[src/hdl/timed_duplicate_hash_filter_macros.svh]
// Assertion macros for the timed duplicate hash filter.
// Used by the top level; needs nothing else.
`ifndef TIMED_DUPLICATE_HASH_FILTER_MACROS_SVH
`define TIMED_DUPLICATE_HASH_FILTER_MACROS_SVH

// antecedent implies consequent in the same cycle
`define TDHF_ASSERT_NOW(lbl, ck, rn, ante, cons) \
	lbl: assert property (@(posedge ck) disable iff (!rn) (ante) |-> (cons)) \
		else $error("tdhf check failed");

// antecedent implies consequent in the next cycle
`define TDHF_ASSERT_NEXT(lbl, ck, rn, ante, cons) \
	lbl: assert property (@(posedge ck) disable iff (!rn) (ante) |=> (cons)) \
		else $error("tdhf check failed");

`endif

[src/hdl/tdhf_pkg.sv]
// Package for the timed duplicate hash filter: constants and the types
// passed along the cell chain. No dependencies.
`default_nettype none
package tdhf_pkg;
	localparam int unsigned TABLE_DEPTH_DEF = 16;
	localparam int unsigned IDX_W = 8;
	localparam logic [31:0] HASH_SEED = 32'd5381;
	localparam logic [31:0] WINDOW_RESET = 32'd25000;
	localparam int unsigned HASH_SHIFT = 5;

	typedef struct packed {
		logic tok;
		logic dup;
		logic have_free;
		logic [IDX_W-1:0] free_idx;
		logic [31:0] old_age;
		logic [IDX_W-1:0] old_idx;
	} carry_t;

	typedef struct packed {
		logic en;
		logic [IDX_W-1:0] idx;
	} wr_t;
endpackage
`default_nettype wire

[src/hdl/tdhf_cell.sv]
// One table entry of the duplicate filter with its stage of the search chain.
// Depends on tdhf_pkg.
`default_nettype none
module tdhf_cell #(
	parameter int IDX = 0
) (
	input wire logic clk,
	input wire logic arst_n,
	input wire tdhf_pkg::carry_t carry_in,
	output tdhf_pkg::carry_t carry_out,
	input wire logic [31:0] probe_hash,
	input wire logic [31:0] probe_now,
	input wire logic [31:0] window_ms,
	input wire tdhf_pkg::wr_t wr,
	input wire logic [31:0] wr_hash,
	input wire logic [31:0] wr_time
);
	logic [31:0] hash_q;
	logic [31:0] time_q;
	logic valid_q;
	logic [31:0] age;
	logic expire;
	logic live;
	logic wr_hit;
	tdhf_pkg::carry_t nxt;
	tdhf_pkg::carry_t carry_q;

	assign age = probe_now - time_q;
	assign expire = valid_q && (age > window_ms);
	assign live = valid_q && !expire;
	assign wr_hit = wr.en && (wr.idx == tdhf_pkg::IDX_W'(IDX));

	always_comb begin
		nxt = carry_in;
		if (live && (hash_q == probe_hash)) begin
			nxt.dup = 1'b1;
		end
		if (!live && !carry_in.have_free) begin
			nxt.have_free = 1'b1;
			nxt.free_idx = tdhf_pkg::IDX_W'(IDX);
		end
		if (live && (age > carry_in.old_age)) begin
			nxt.old_age = age;
			nxt.old_idx = tdhf_pkg::IDX_W'(IDX);
		end
	end

	always_ff @(posedge clk or negedge arst_n) begin
		if (!arst_n) begin
			valid_q <= 1'b0;
			carry_q <= '0;
		end else begin
			carry_q <= nxt;
			if (wr_hit) begin
				valid_q <= 1'b1;
			end else if (carry_in.tok && expire) begin
				valid_q <= 1'b0;
			end
		end
	end

	always_ff @(posedge clk) begin
		if (wr_hit) begin
			hash_q <= wr_hash;
			time_q <= wr_time;
		end
	end

	assign carry_out = carry_q;
endmodule
`default_nettype wire

[src/hdl/timed_duplicate_hash_filter.sv]
// Timed duplicate hash filter: DJB2 hash of each message, checked against a
// time-windowed table. Depends on tdhf_pkg, tdhf_cell and the macros header.
//
// Usage:
//   Slave channel: one message byte per item on s_tdata, s_tlast on the final
//   byte, which also carries the current time in milliseconds.
//   Master channel: one item per message, the hash on m_tdata and the
//   duplicate and eviction flags on m_tuser.
//   cfg_wr_en/cfg_wr_data write the expiry window; write only while idle.
// Timing:
//   Non-final bytes stream back to back.
//   The final byte starts a search token that walks the chain of
//   TABLE_DEPTH cells, one cell per cycle; the outcome is then latched,
//   and a commit step updates the table and loads the output register.
//   s_tready is low from the acceptance of the final byte until that
//   commit step.
// Reset: the table is empty, the hash restarts at its seed, window 25000.
// Stall: a held result stays in the output register; further bytes are
//   taken, and a new final byte waits in the commit step until it drains.
`default_nettype none
`include "timed_duplicate_hash_filter_macros.svh"
module timed_duplicate_hash_filter #(
	parameter int TABLE_DEPTH = tdhf_pkg::TABLE_DEPTH_DEF
) (
	input wire logic clk,
	input wire logic arst_n,
	input wire logic s_tvalid,
	output logic s_tready,
	input wire logic [39:0] s_tdata, // msg_byte[7:0], now_ms[39:8]
	input wire logic s_tlast,
	output logic m_tvalid,
	input wire logic m_tready,
	output logic [31:0] m_tdata, // message_hash[31:0]
	output logic [1:0] m_tuser, // is_duplicate[0], evicted_live[1]
	input wire logic cfg_wr_en,
	input wire logic [31:0] cfg_wr_data
);
	localparam logic [1:0] ST_IDLE = 2'd0;
	localparam logic [1:0] ST_SCAN = 2'd1;
	localparam logic [1:0] ST_COMMIT = 2'd2;

	logic [1:0] state_q;
	logic [31:0] window_q;
	logic [31:0] run_hash_q;
	logic [31:0] hash_q;
	logic [31:0] now_q;
	logic start_q;
	tdhf_pkg::carry_t fin_q;
	tdhf_pkg::carry_t chain [TABLE_DEPTH+1];
	tdhf_pkg::wr_t wr;
	logic [31:0] next_hash;
	logic accept;
	logic commit;
	logic out_dup_q;
	logic out_evict_q;
	logic [31:0] out_hash_q;
	logic out_valid_q;

	assign s_tready = (state_q == ST_IDLE);
	assign accept = s_tvalid && s_tready;
	assign next_hash = {run_hash_q[31-tdhf_pkg::HASH_SHIFT:0], tdhf_pkg::HASH_SHIFT'(0)}
		+ run_hash_q + {24'd0, s_tdata[7:0]};
	assign commit = (state_q == ST_COMMIT) && (!out_valid_q || m_tready);

	always_comb begin
		chain[0] = '0;
		chain[0].tok = start_q;
	end

	assign wr.en = commit && !fin_q.dup;
	assign wr.idx = fin_q.have_free ? fin_q.free_idx : fin_q.old_idx;

	for (genvar g = 0; g < TABLE_DEPTH; g++) begin : g_cell
		tdhf_cell #(
			.IDX(g)
		) u_cell (
			.clk(clk),
			.arst_n(arst_n),
			.carry_in(chain[g]),
			.carry_out(chain[g+1]),
			.probe_hash(hash_q),
			.probe_now(now_q),
			.window_ms(window_q),
			.wr(wr),
			.wr_hash(hash_q),
			.wr_time(now_q)
		);
	end

	always_ff @(posedge clk or negedge arst_n) begin
		if (!arst_n) begin
			state_q <= ST_IDLE;
			window_q <= tdhf_pkg::WINDOW_RESET;
			run_hash_q <= tdhf_pkg::HASH_SEED;
			start_q <= 1'b0;
			out_valid_q <= 1'b0;
			fin_q <= '0;
		end else begin
			start_q <= accept && s_tlast;
			if (cfg_wr_en) begin
				window_q <= cfg_wr_data;
			end
			if (commit) begin
				out_valid_q <= 1'b1;
			end else if (out_valid_q && m_tready) begin
				out_valid_q <= 1'b0;
			end
			case (state_q)
				ST_IDLE: begin
					if (accept) begin
						if (s_tlast) begin
							run_hash_q <= tdhf_pkg::HASH_SEED;
							state_q <= ST_SCAN;
						end else begin
							run_hash_q <= next_hash;
						end
					end
				end
				ST_SCAN: begin
					if (chain[TABLE_DEPTH].tok) begin
						fin_q <= chain[TABLE_DEPTH];
						state_q <= ST_COMMIT;
					end
				end
				ST_COMMIT: begin
					if (commit) begin
						state_q <= ST_IDLE;
					end
				end
				default: begin
					state_q <= ST_IDLE;
				end
			endcase
		end
	end

	always_ff @(posedge clk) begin
		if (accept && s_tlast) begin
			hash_q <= next_hash;
			now_q <= s_tdata[39:8];
		end
		if (commit) begin
			out_hash_q <= hash_q;
			out_dup_q <= fin_q.dup;
			out_evict_q <= !fin_q.dup && !fin_q.have_free;
		end
	end

	assign m_tvalid = out_valid_q;
	assign m_tdata = out_hash_q;
	assign m_tuser = {out_evict_q, out_dup_q};

	`TDHF_ASSERT_NEXT(a_start_scan, clk, arst_n, accept && s_tlast, state_q == ST_SCAN && start_q)
	`TDHF_ASSERT_NOW(a_tok_in_scan, clk, arst_n, chain[TABLE_DEPTH].tok, state_q == ST_SCAN)
	`TDHF_ASSERT_NEXT(a_commit_out, clk, arst_n, commit, m_tvalid && state_q == ST_IDLE)
	`TDHF_ASSERT_NOW(a_flags_excl, clk, arst_n, m_tvalid, !(m_tuser[0] && m_tuser[1]))
endmodule
`default_nettype wire

[config.mk]
export PLATFORM = sky130hd
export DESIGN_NAME = timed_duplicate_hash_filter
export DESIGN_NICKNAME = d
export VERILOG_FILES = /design/src/hdl/tdhf_pkg.sv /design/src/hdl/tdhf_cell.sv /design/src/hdl/timed_duplicate_hash_filter.sv
export VERILOG_INCLUDE_DIRS = /design/src /design/src/hdl
export SDC_FILE = /design/constraint.sdc
export NUM_CORES = 2
export LEC_CHECK = 0
export BUFFER_PORTS_ARGS = -buffer_cell sky130_fd_sc_hd__buf_2
export CAP_MARGIN = 20
export CORE_MARGIN = 4
export CORE_UTILIZATION = 67
export DETAILED_ROUTE_END_ITERATION = 7
export PLACE_DENSITY = 0.86
export SLEW_MARGIN = 15
export SYNTH_ARGS = -nofsm -noshare
export SYNTH_HDL_FRONTEND = slang
export SYNTH_SLANG_ARGS = --single-unit
[constraint.sdc]
create_clock -name clk -period 11.2 [get_ports clk]
set_input_delay 0 -clock clk [delete_from_list [all_inputs] [get_ports clk]]
set_output_delay 0 -clock clk [all_outputs]
set_load 0.02 [all_outputs]
==> metrics.txt <==
# TYPE chip_impl_metric gauge
chip_impl_metric{name="finalWeightedCongestion",unit=""} 1.01
chip_impl_metric{name="tritoncts.num_buffers",unit=""} 195
chip_impl_metric{name="setup.reg_to_reg.worst_slack",unit="ps"} 2830
chip_impl_metric{name="drive_gt1_share",unit="%"} 8.42
chip_impl_metric{name="detailedPlacementHpwl",unit="um"} 247000
chip_impl_metric{name="worst_skew_pair.late_latency",unit="ps"} 880
chip_impl_metric{name="post_synth_instance_area",unit="um^2"} 115000
chip_impl_metric{name="drt_wl_cell",unit="um"} 26.2
chip_impl_metric{name="grt_antenna_before_repair",unit=""} 16
chip_impl_metric{name="postSynthRegisterBits",unit=""} 1842
chip_impl_metric{name="placed_area",unit="um^2"} 119000
chip_impl_info{name="final_common_cell",value="sky130_fd_sc_hd__ha_1"} 1
chip_impl_metric{name="detail_route.drc_violations",unit=""} 0
chip_impl_metric{name="syn_inst",unit=""} 10400
chip_impl_metric{name="first_global_vias",unit=""} 89500
chip_impl_metric{name="postSynthAreaPerCell",unit="um^2"} 11.0
chip_impl_metric{name="cts.sinks",unit=""} 1842
chip_impl_info{name="min-delay-start",value="s_tlast"} 1
chip_impl_metric{name="power_per_cell_area",unit="nW/um^2"} 208
chip_impl_info{name="slowest_stage",value="sky130_fd_sc_hd__a2111oi_1"} 1
chip_impl_info{name="grt_setup_unrepaired",value="no"} 1
chip_impl_metric{name="min_path_cells",unit=""} 4
chip_impl_metric{name="post_cts.resized_instances",unit=""} 0
chip_impl_metric{name="die_w",unit="um"} 422
chip_impl_info{name="worst_r2r_startpoint",value="now_q[0]"} 1
chip_impl_metric{name="grt_pass1_wl",unit="um"} 525000
chip_impl_metric{name="dr.pass1.iters",unit=""} 6
chip_impl_metric{name="htreeDepth",unit=""} 4
chip_impl_info{name="cp_common_cell",value="sky130_fd_sc_hd__a21oi_1"} 1
chip_impl_metric{name="ctsLongestPathBuffers",unit=""} 3
chip_impl_info{name="critical_path_class",value="flip-flop to flip-flop"} 1
chip_impl_metric{name="clockPowerShare",unit="%"} 26.8
chip_impl_info{name="hp-class",value="input port to flip-flop"} 1
chip_impl_metric{name="intPower",unit="mW"} 16.9
chip_impl_metric{name="area_added_between_synthesis_and_finish",unit="%"} 11.8
chip_impl_metric{name="cts.clk_slew.worst_paths",unit="ps"} 70
chip_impl_info{name="cpLargestDelayFamily",value="compound AO/OA/AOI/OAI gates"} 1
chip_impl_metric{name="routed-wl-met2",unit="um"} 168000
chip_impl_metric{name="cellLeakagePower",unit="nW"} 57.0
chip_impl_metric{name="worstPathMaxFanout",unit=""} 27
chip_impl_metric{name="total_negative_setup_slacks",unit="ps"} 0
chip_impl_metric{name="routedLengthMet1",unit="um"} 124000
chip_impl_metric{name="worst_clock_skew",unit="ps"} 65.1
chip_impl_metric{name="max-slew-margin-rel",unit="%"} 16.0
chip_impl_metric{name="critical_path.max_stage_delay",unit="ps"} 970
chip_impl_metric{name="post_drt_via_cell_ratio",unit=""} 6.46
chip_impl_metric{name="max_cap_violations",unit=""} 0
chip_impl_metric{name="floorplan.rows",unit=""} 151
chip_impl_info{name="run_status",value="finished, final reports clean"} 1
chip_impl_metric{name="post-cts-setup-buffer-count",unit=""} 0
chip_impl_metric{name="postRouteWirelength",unit="um"} 350000
chip_impl_metric{name="placeableCoreArea",unit="um^2"} 170000
chip_impl_metric{name="critical_path.n_buffers_inverters",unit=""} 4
chip_impl_metric{name="post_layout_nonfiller_instances",unit=""} 13400
chip_impl_metric{name="post-route-min-period",unit="ps"} 8370
chip_impl_metric{name="pin_count",unit=""} 114
chip_impl_metric{name="dp_cells",unit=""} 12800
chip_impl_metric{name="ff2ff_path_depth",unit=""} 25
chip_impl_metric{name="yosys_warnings",unit=""} 0
chip_impl_metric{name="ant_nets",unit=""} 0
chip_impl_metric{name="grt_use_total",unit="%"} 38.8
chip_impl_metric{name="maxSlewViolCount",unit=""} 0
chip_impl_metric{name="design.die.area",unit="um^2"} 178000
chip_impl_info{name="tritoncts_clock_tree",value="yes"} 1
chip_impl_info{name="yosys_most_used_dff",value="sky130_fd_sc_hd__edfxtp_1"} 1
chip_impl_info{name="holdPathEnd",value="run_hash_q[0]"} 1
chip_impl_metric{name="post_route_clock_period_utilization",unit="%"} 74.7
chip_impl_info{name="start_kind",value="flip-flop"} 1
chip_impl_metric{name="drtIter0Drc",unit=""} 7752
chip_impl_metric{name="number_of_endpoints_with_negative_hold_slack_in_the_final_report",unit=""} 0
chip_impl_metric{name="floorplan.initialDensity",unit="%"} 67.6
chip_impl_metric{name="vdd_drop_max",unit="uV"} 235
chip_impl_metric{name="achievable-frequency",unit="GHz"} 0.119
chip_impl_metric{name="grt_start_max_net_pins",unit=""} 158
chip_impl_info{name="worstSetupEndpointType",value="flip-flop"} 1
chip_impl_metric{name="synth_enable_flop_cells",unit=""} 1122
chip_impl_metric{name="pwr-share-seq",unit="%"} 34.8
chip_impl_info{name="routed.top_layer",value="met5"} 1
chip_impl_info{name="layout_common_cells",value="1546 x sky130_fd_sc_hd__ha_1, 1141 x sky130_fd_sc_hd__inv_1, 1122 x sky130_fd_sc_hd__edfxtp_1"} 1
chip_impl_metric{name="port_buffers",unit=""} 113
chip_impl_metric{name="synth_seq_area_share",unit="%"} 45.1
chip_impl_metric{name="vias",unit=""} 86300
chip_impl_metric{name="power.net_switching",unit="mW"} 9.76
chip_impl_metric{name="grt_remaining_overflow",unit=""} 0
chip_impl_metric{name="switching_share",unit="%"} 36.6
chip_impl_metric{name="area_of_all_placed_cells_without_fillers",unit="um^2"} 128000
chip_impl_metric{name="postLayoutCoreUtil",unit="%"} 75.6
chip_impl_metric{name="fraction_of_power_consumed_by_combinational_cells",unit="%"} 38.4
chip_impl_metric{name="synthesis.nets",unit=""} 12100
chip_impl_metric{name="tightestPinTransition",unit="ps"} 1260
chip_impl_metric{name="share_of_flip_flops_with_an_asynchronous_set_or_reset",unit="%"} 39.1
chip_impl_metric{name="worstPathRequired",unit="ps"} 11910
chip_impl_metric{name="synth.lib_cells_used.distinct",unit=""} 91
chip_impl_metric{name="setup_viol_count_final",unit=""} 0
chip_impl_metric{name="met3RoutedLength",unit="um"} 28100
chip_impl_metric{name="die_height",unit="um"} 422
chip_impl_metric{name="worst_ep_arrival_time",unit="ps"} 9080
chip_impl_info{name="clock_tree.root_cell",value="sky130_fd_sc_hd__clkbuf_16"} 1
chip_impl_metric{name="design.final.nets",unit=""} 12600
chip_impl_info{name="critical_path.reg2reg.endpoint",value="g_cell[8].u_cell.carry_out[16]"} 1
routing by layer:
metal / vias up / global-route usage, %
met5: - / 0
met3: 1357 / 5.92
met2: 4505 / 65.4
met4: 2 / 29.3
met1: 41600 / 44.8
li1: 38800 / -
worst reg2reg max path, cell delays in order (launching register included):
cell and delay (ps):
sky130_fd_sc_hd__edfxtp_1 380, sky130_fd_sc_hd__inv_1 370, sky130_fd_sc_hd__buf_4 420, sky130_fd_sc_hd__ha_1 230, sky130_fd_sc_hd__inv_1 50, sky130_fd_sc_hd__fa_1 420
sky130_fd_sc_hd__a211oi_1 320, sky130_fd_sc_hd__o21ai_1 170, sky130_fd_sc_hd__a2111oi_1 970, sky130_fd_sc_hd__o31ai_1 320, sky130_fd_sc_hd__a21oi_1 550, sky130_fd_sc_hd__o22ai_1 250
sky130_fd_sc_hd__o31ai_1 350, sky130_fd_sc_hd__a21oi_1 140, sky130_fd_sc_hd__nor2_1 140, sky130_fd_sc_hd__xnor2_1 210, sky130_fd_sc_hd__ha_1 320, sky130_fd_sc_hd__nand4_1 140
sky130_fd_sc_hd__nor3_1 70, sky130_fd_sc_hd__a2111oi_0 340, sky130_fd_sc_hd__o21ai_0 210, sky130_fd_sc_hd__a21oi_1 160, sky130_fd_sc_hd__a41oi_1 190, sky130_fd_sc_hd__nor3_4 650
sky130_fd_sc_hd__buf_4 460, sky130_fd_sc_hd__mux2_1 410
Yosys cell counts (48+ instances only):
library cell | count | share of area, %
sky130_fd_sc_hd__a211oi_1 | 60 | 0.39
sky130_fd_sc_hd__or2_2 | 48 | 0.26
sky130_fd_sc_hd__o21ai_0 | 389 | 1.7
sky130_fd_sc_hd__nand3_1 | 152 | 0.66
sky130_fd_sc_hd__dfrtp_1 | 709 | 15
sky130_fd_sc_hd__nor2_1 | 389 | 1.3
sky130_fd_sc_hd__xor2_1 | 187 | 1.4
sky130_fd_sc_hd__nand2b_1 | 148 | 0.81
sky130_fd_sc_hd__a21o_1 | 519 | 3.4
sky130_fd_sc_hd__o21bai_1 | 79 | 0.52
sky130_fd_sc_hd__mux2_2 | 169 | 1.7
sky130_fd_sc_hd__nor4_1 | 58 | 0.32
sky130_fd_sc_hd__clkbuf_1 | 159 | 0.52
sky130_fd_sc_hd__inv_1 | 1142 | 3.7
sky130_fd_sc_hd__o21a_1 | 108 | 0.71
sky130_fd_sc_hd__o21ai_1 | 128 | 0.56
sky130_fd_sc_hd__mux2_1 | 149 | 1.5
sky130_fd_sc_hd__a31oi_1 | 61 | 0.33
sky130_fd_sc_hd__ha_1 | 1546 | 17
sky130_fd_sc_hd__nor2b_1 | 175 | 0.95
sky130_fd_sc_hd__and3_1 | 50 | 0.27
sky130_fd_sc_hd__nand4_1 | 344 | 1.9
sky130_fd_sc_hd__a21oi_1 | 655 | 2.9
sky130_fd_sc_hd__edfxtp_1 | 1122 | 29
sky130_fd_sc_hd__xnor2_1 | 815 | 6.2
sky130_fd_sc_hd__nor3_1 | 109 | 0.48
sky130_fd_sc_hd__nand2_1 | 397 | 1.3
worst max-delay path by stage:
| stage | depth (start not counted) | from | endpoint | slack, ps |
|---|---|---|---|---|
| floorplan | 23 | now_q[1] | g_cell[11].u_cell.carry_out[31] | 4540 |
| global placement | 25 | now_q[1] | g_cell[1].u_cell.carry_out[39] | 2940 |
| detailed placement | 26 | now_q[1] | g_cell[1].u_cell.carry_out[39] | 3100 |
| CTS | 26 | now_q[1] | g_cell[1].u_cell.carry_out[39] | 3040 |
| global route | 26 | now_q[1] | g_cell[1].u_cell.carry_out[39] | 2340 |
| finish | 25 | now_q[0] | g_cell[8].u_cell.carry_out[16] | 2830 |
metrics by stage:
stage	power [mW]	hold WS, ps	setup slack, ps
finish	26.7	77.3	2830
global route	28.0	112	2340
CTS	26.4	0.125	3040
detailed placement	19.1	107	3100
global placement	18.7	95.5	2940
floorplan	16.0	-296	4540
what timing repair did:
item,in CTS,in global routing
hold buffers,202,0
setup endpoints to repair,0,0
hold endpoints to repair,304,0
power groups by stage:
stage	logic [mW]	registers, mW	clock network [mW]
4_1_cts	10.0	9.26	7.16
3_5_place_dp	9.76	9.38	0
3_3_place_gp	9.33	9.37	0
6_report	10.2	9.29	7.15
2_1_floorplan	6.78	9.17	0
5_1_grt	11.1	9.37	7.50
cell type report:
cell class | count | area (um^2)
Antenna cell | 8 | 20.0
Clock buffer | 254 | 5480
Clock inverter | 117 | 1660
Fill cell | 10600 | 41500
Inverter | 1146 | 4300
Multi-Input combinational cell | 7282 | 58300
Sequential cell | 1842 | 51700
Tap cell | 2218 | 2780
Timing Repair Buffer | 499 | 4120
logic make-up after synthesis:
kind of cell / Yosys count / synth area share, %
compound gates: 2334 / 13.0
simple gates: 2025 / 9.18
flops: 1842 / 45.1
fa+ha+maj: 1566 / 17.2
buf+inv: 1321 / 4.36
xor+xnor: 1002 / 7.65
mux: 355 / 3.56
sequential cells by signal, indices dropped and copies added, names as in the netlist:
name and count:
window_q 32, state_q 2, m_tvalid 1, out_evict_q 1, now_q 32, g_cell.u_cell.valid_q 16, start_q 1, m_tdata 32
g_cell.u_cell.carry_out 626, hash_q 32, g_cell.u_cell.hash_q 512, g_cell.u_cell.time_q 512, fin_q 10, out_dup_q 1, run_hash_q 32
(Power assumes the default switching activity.)
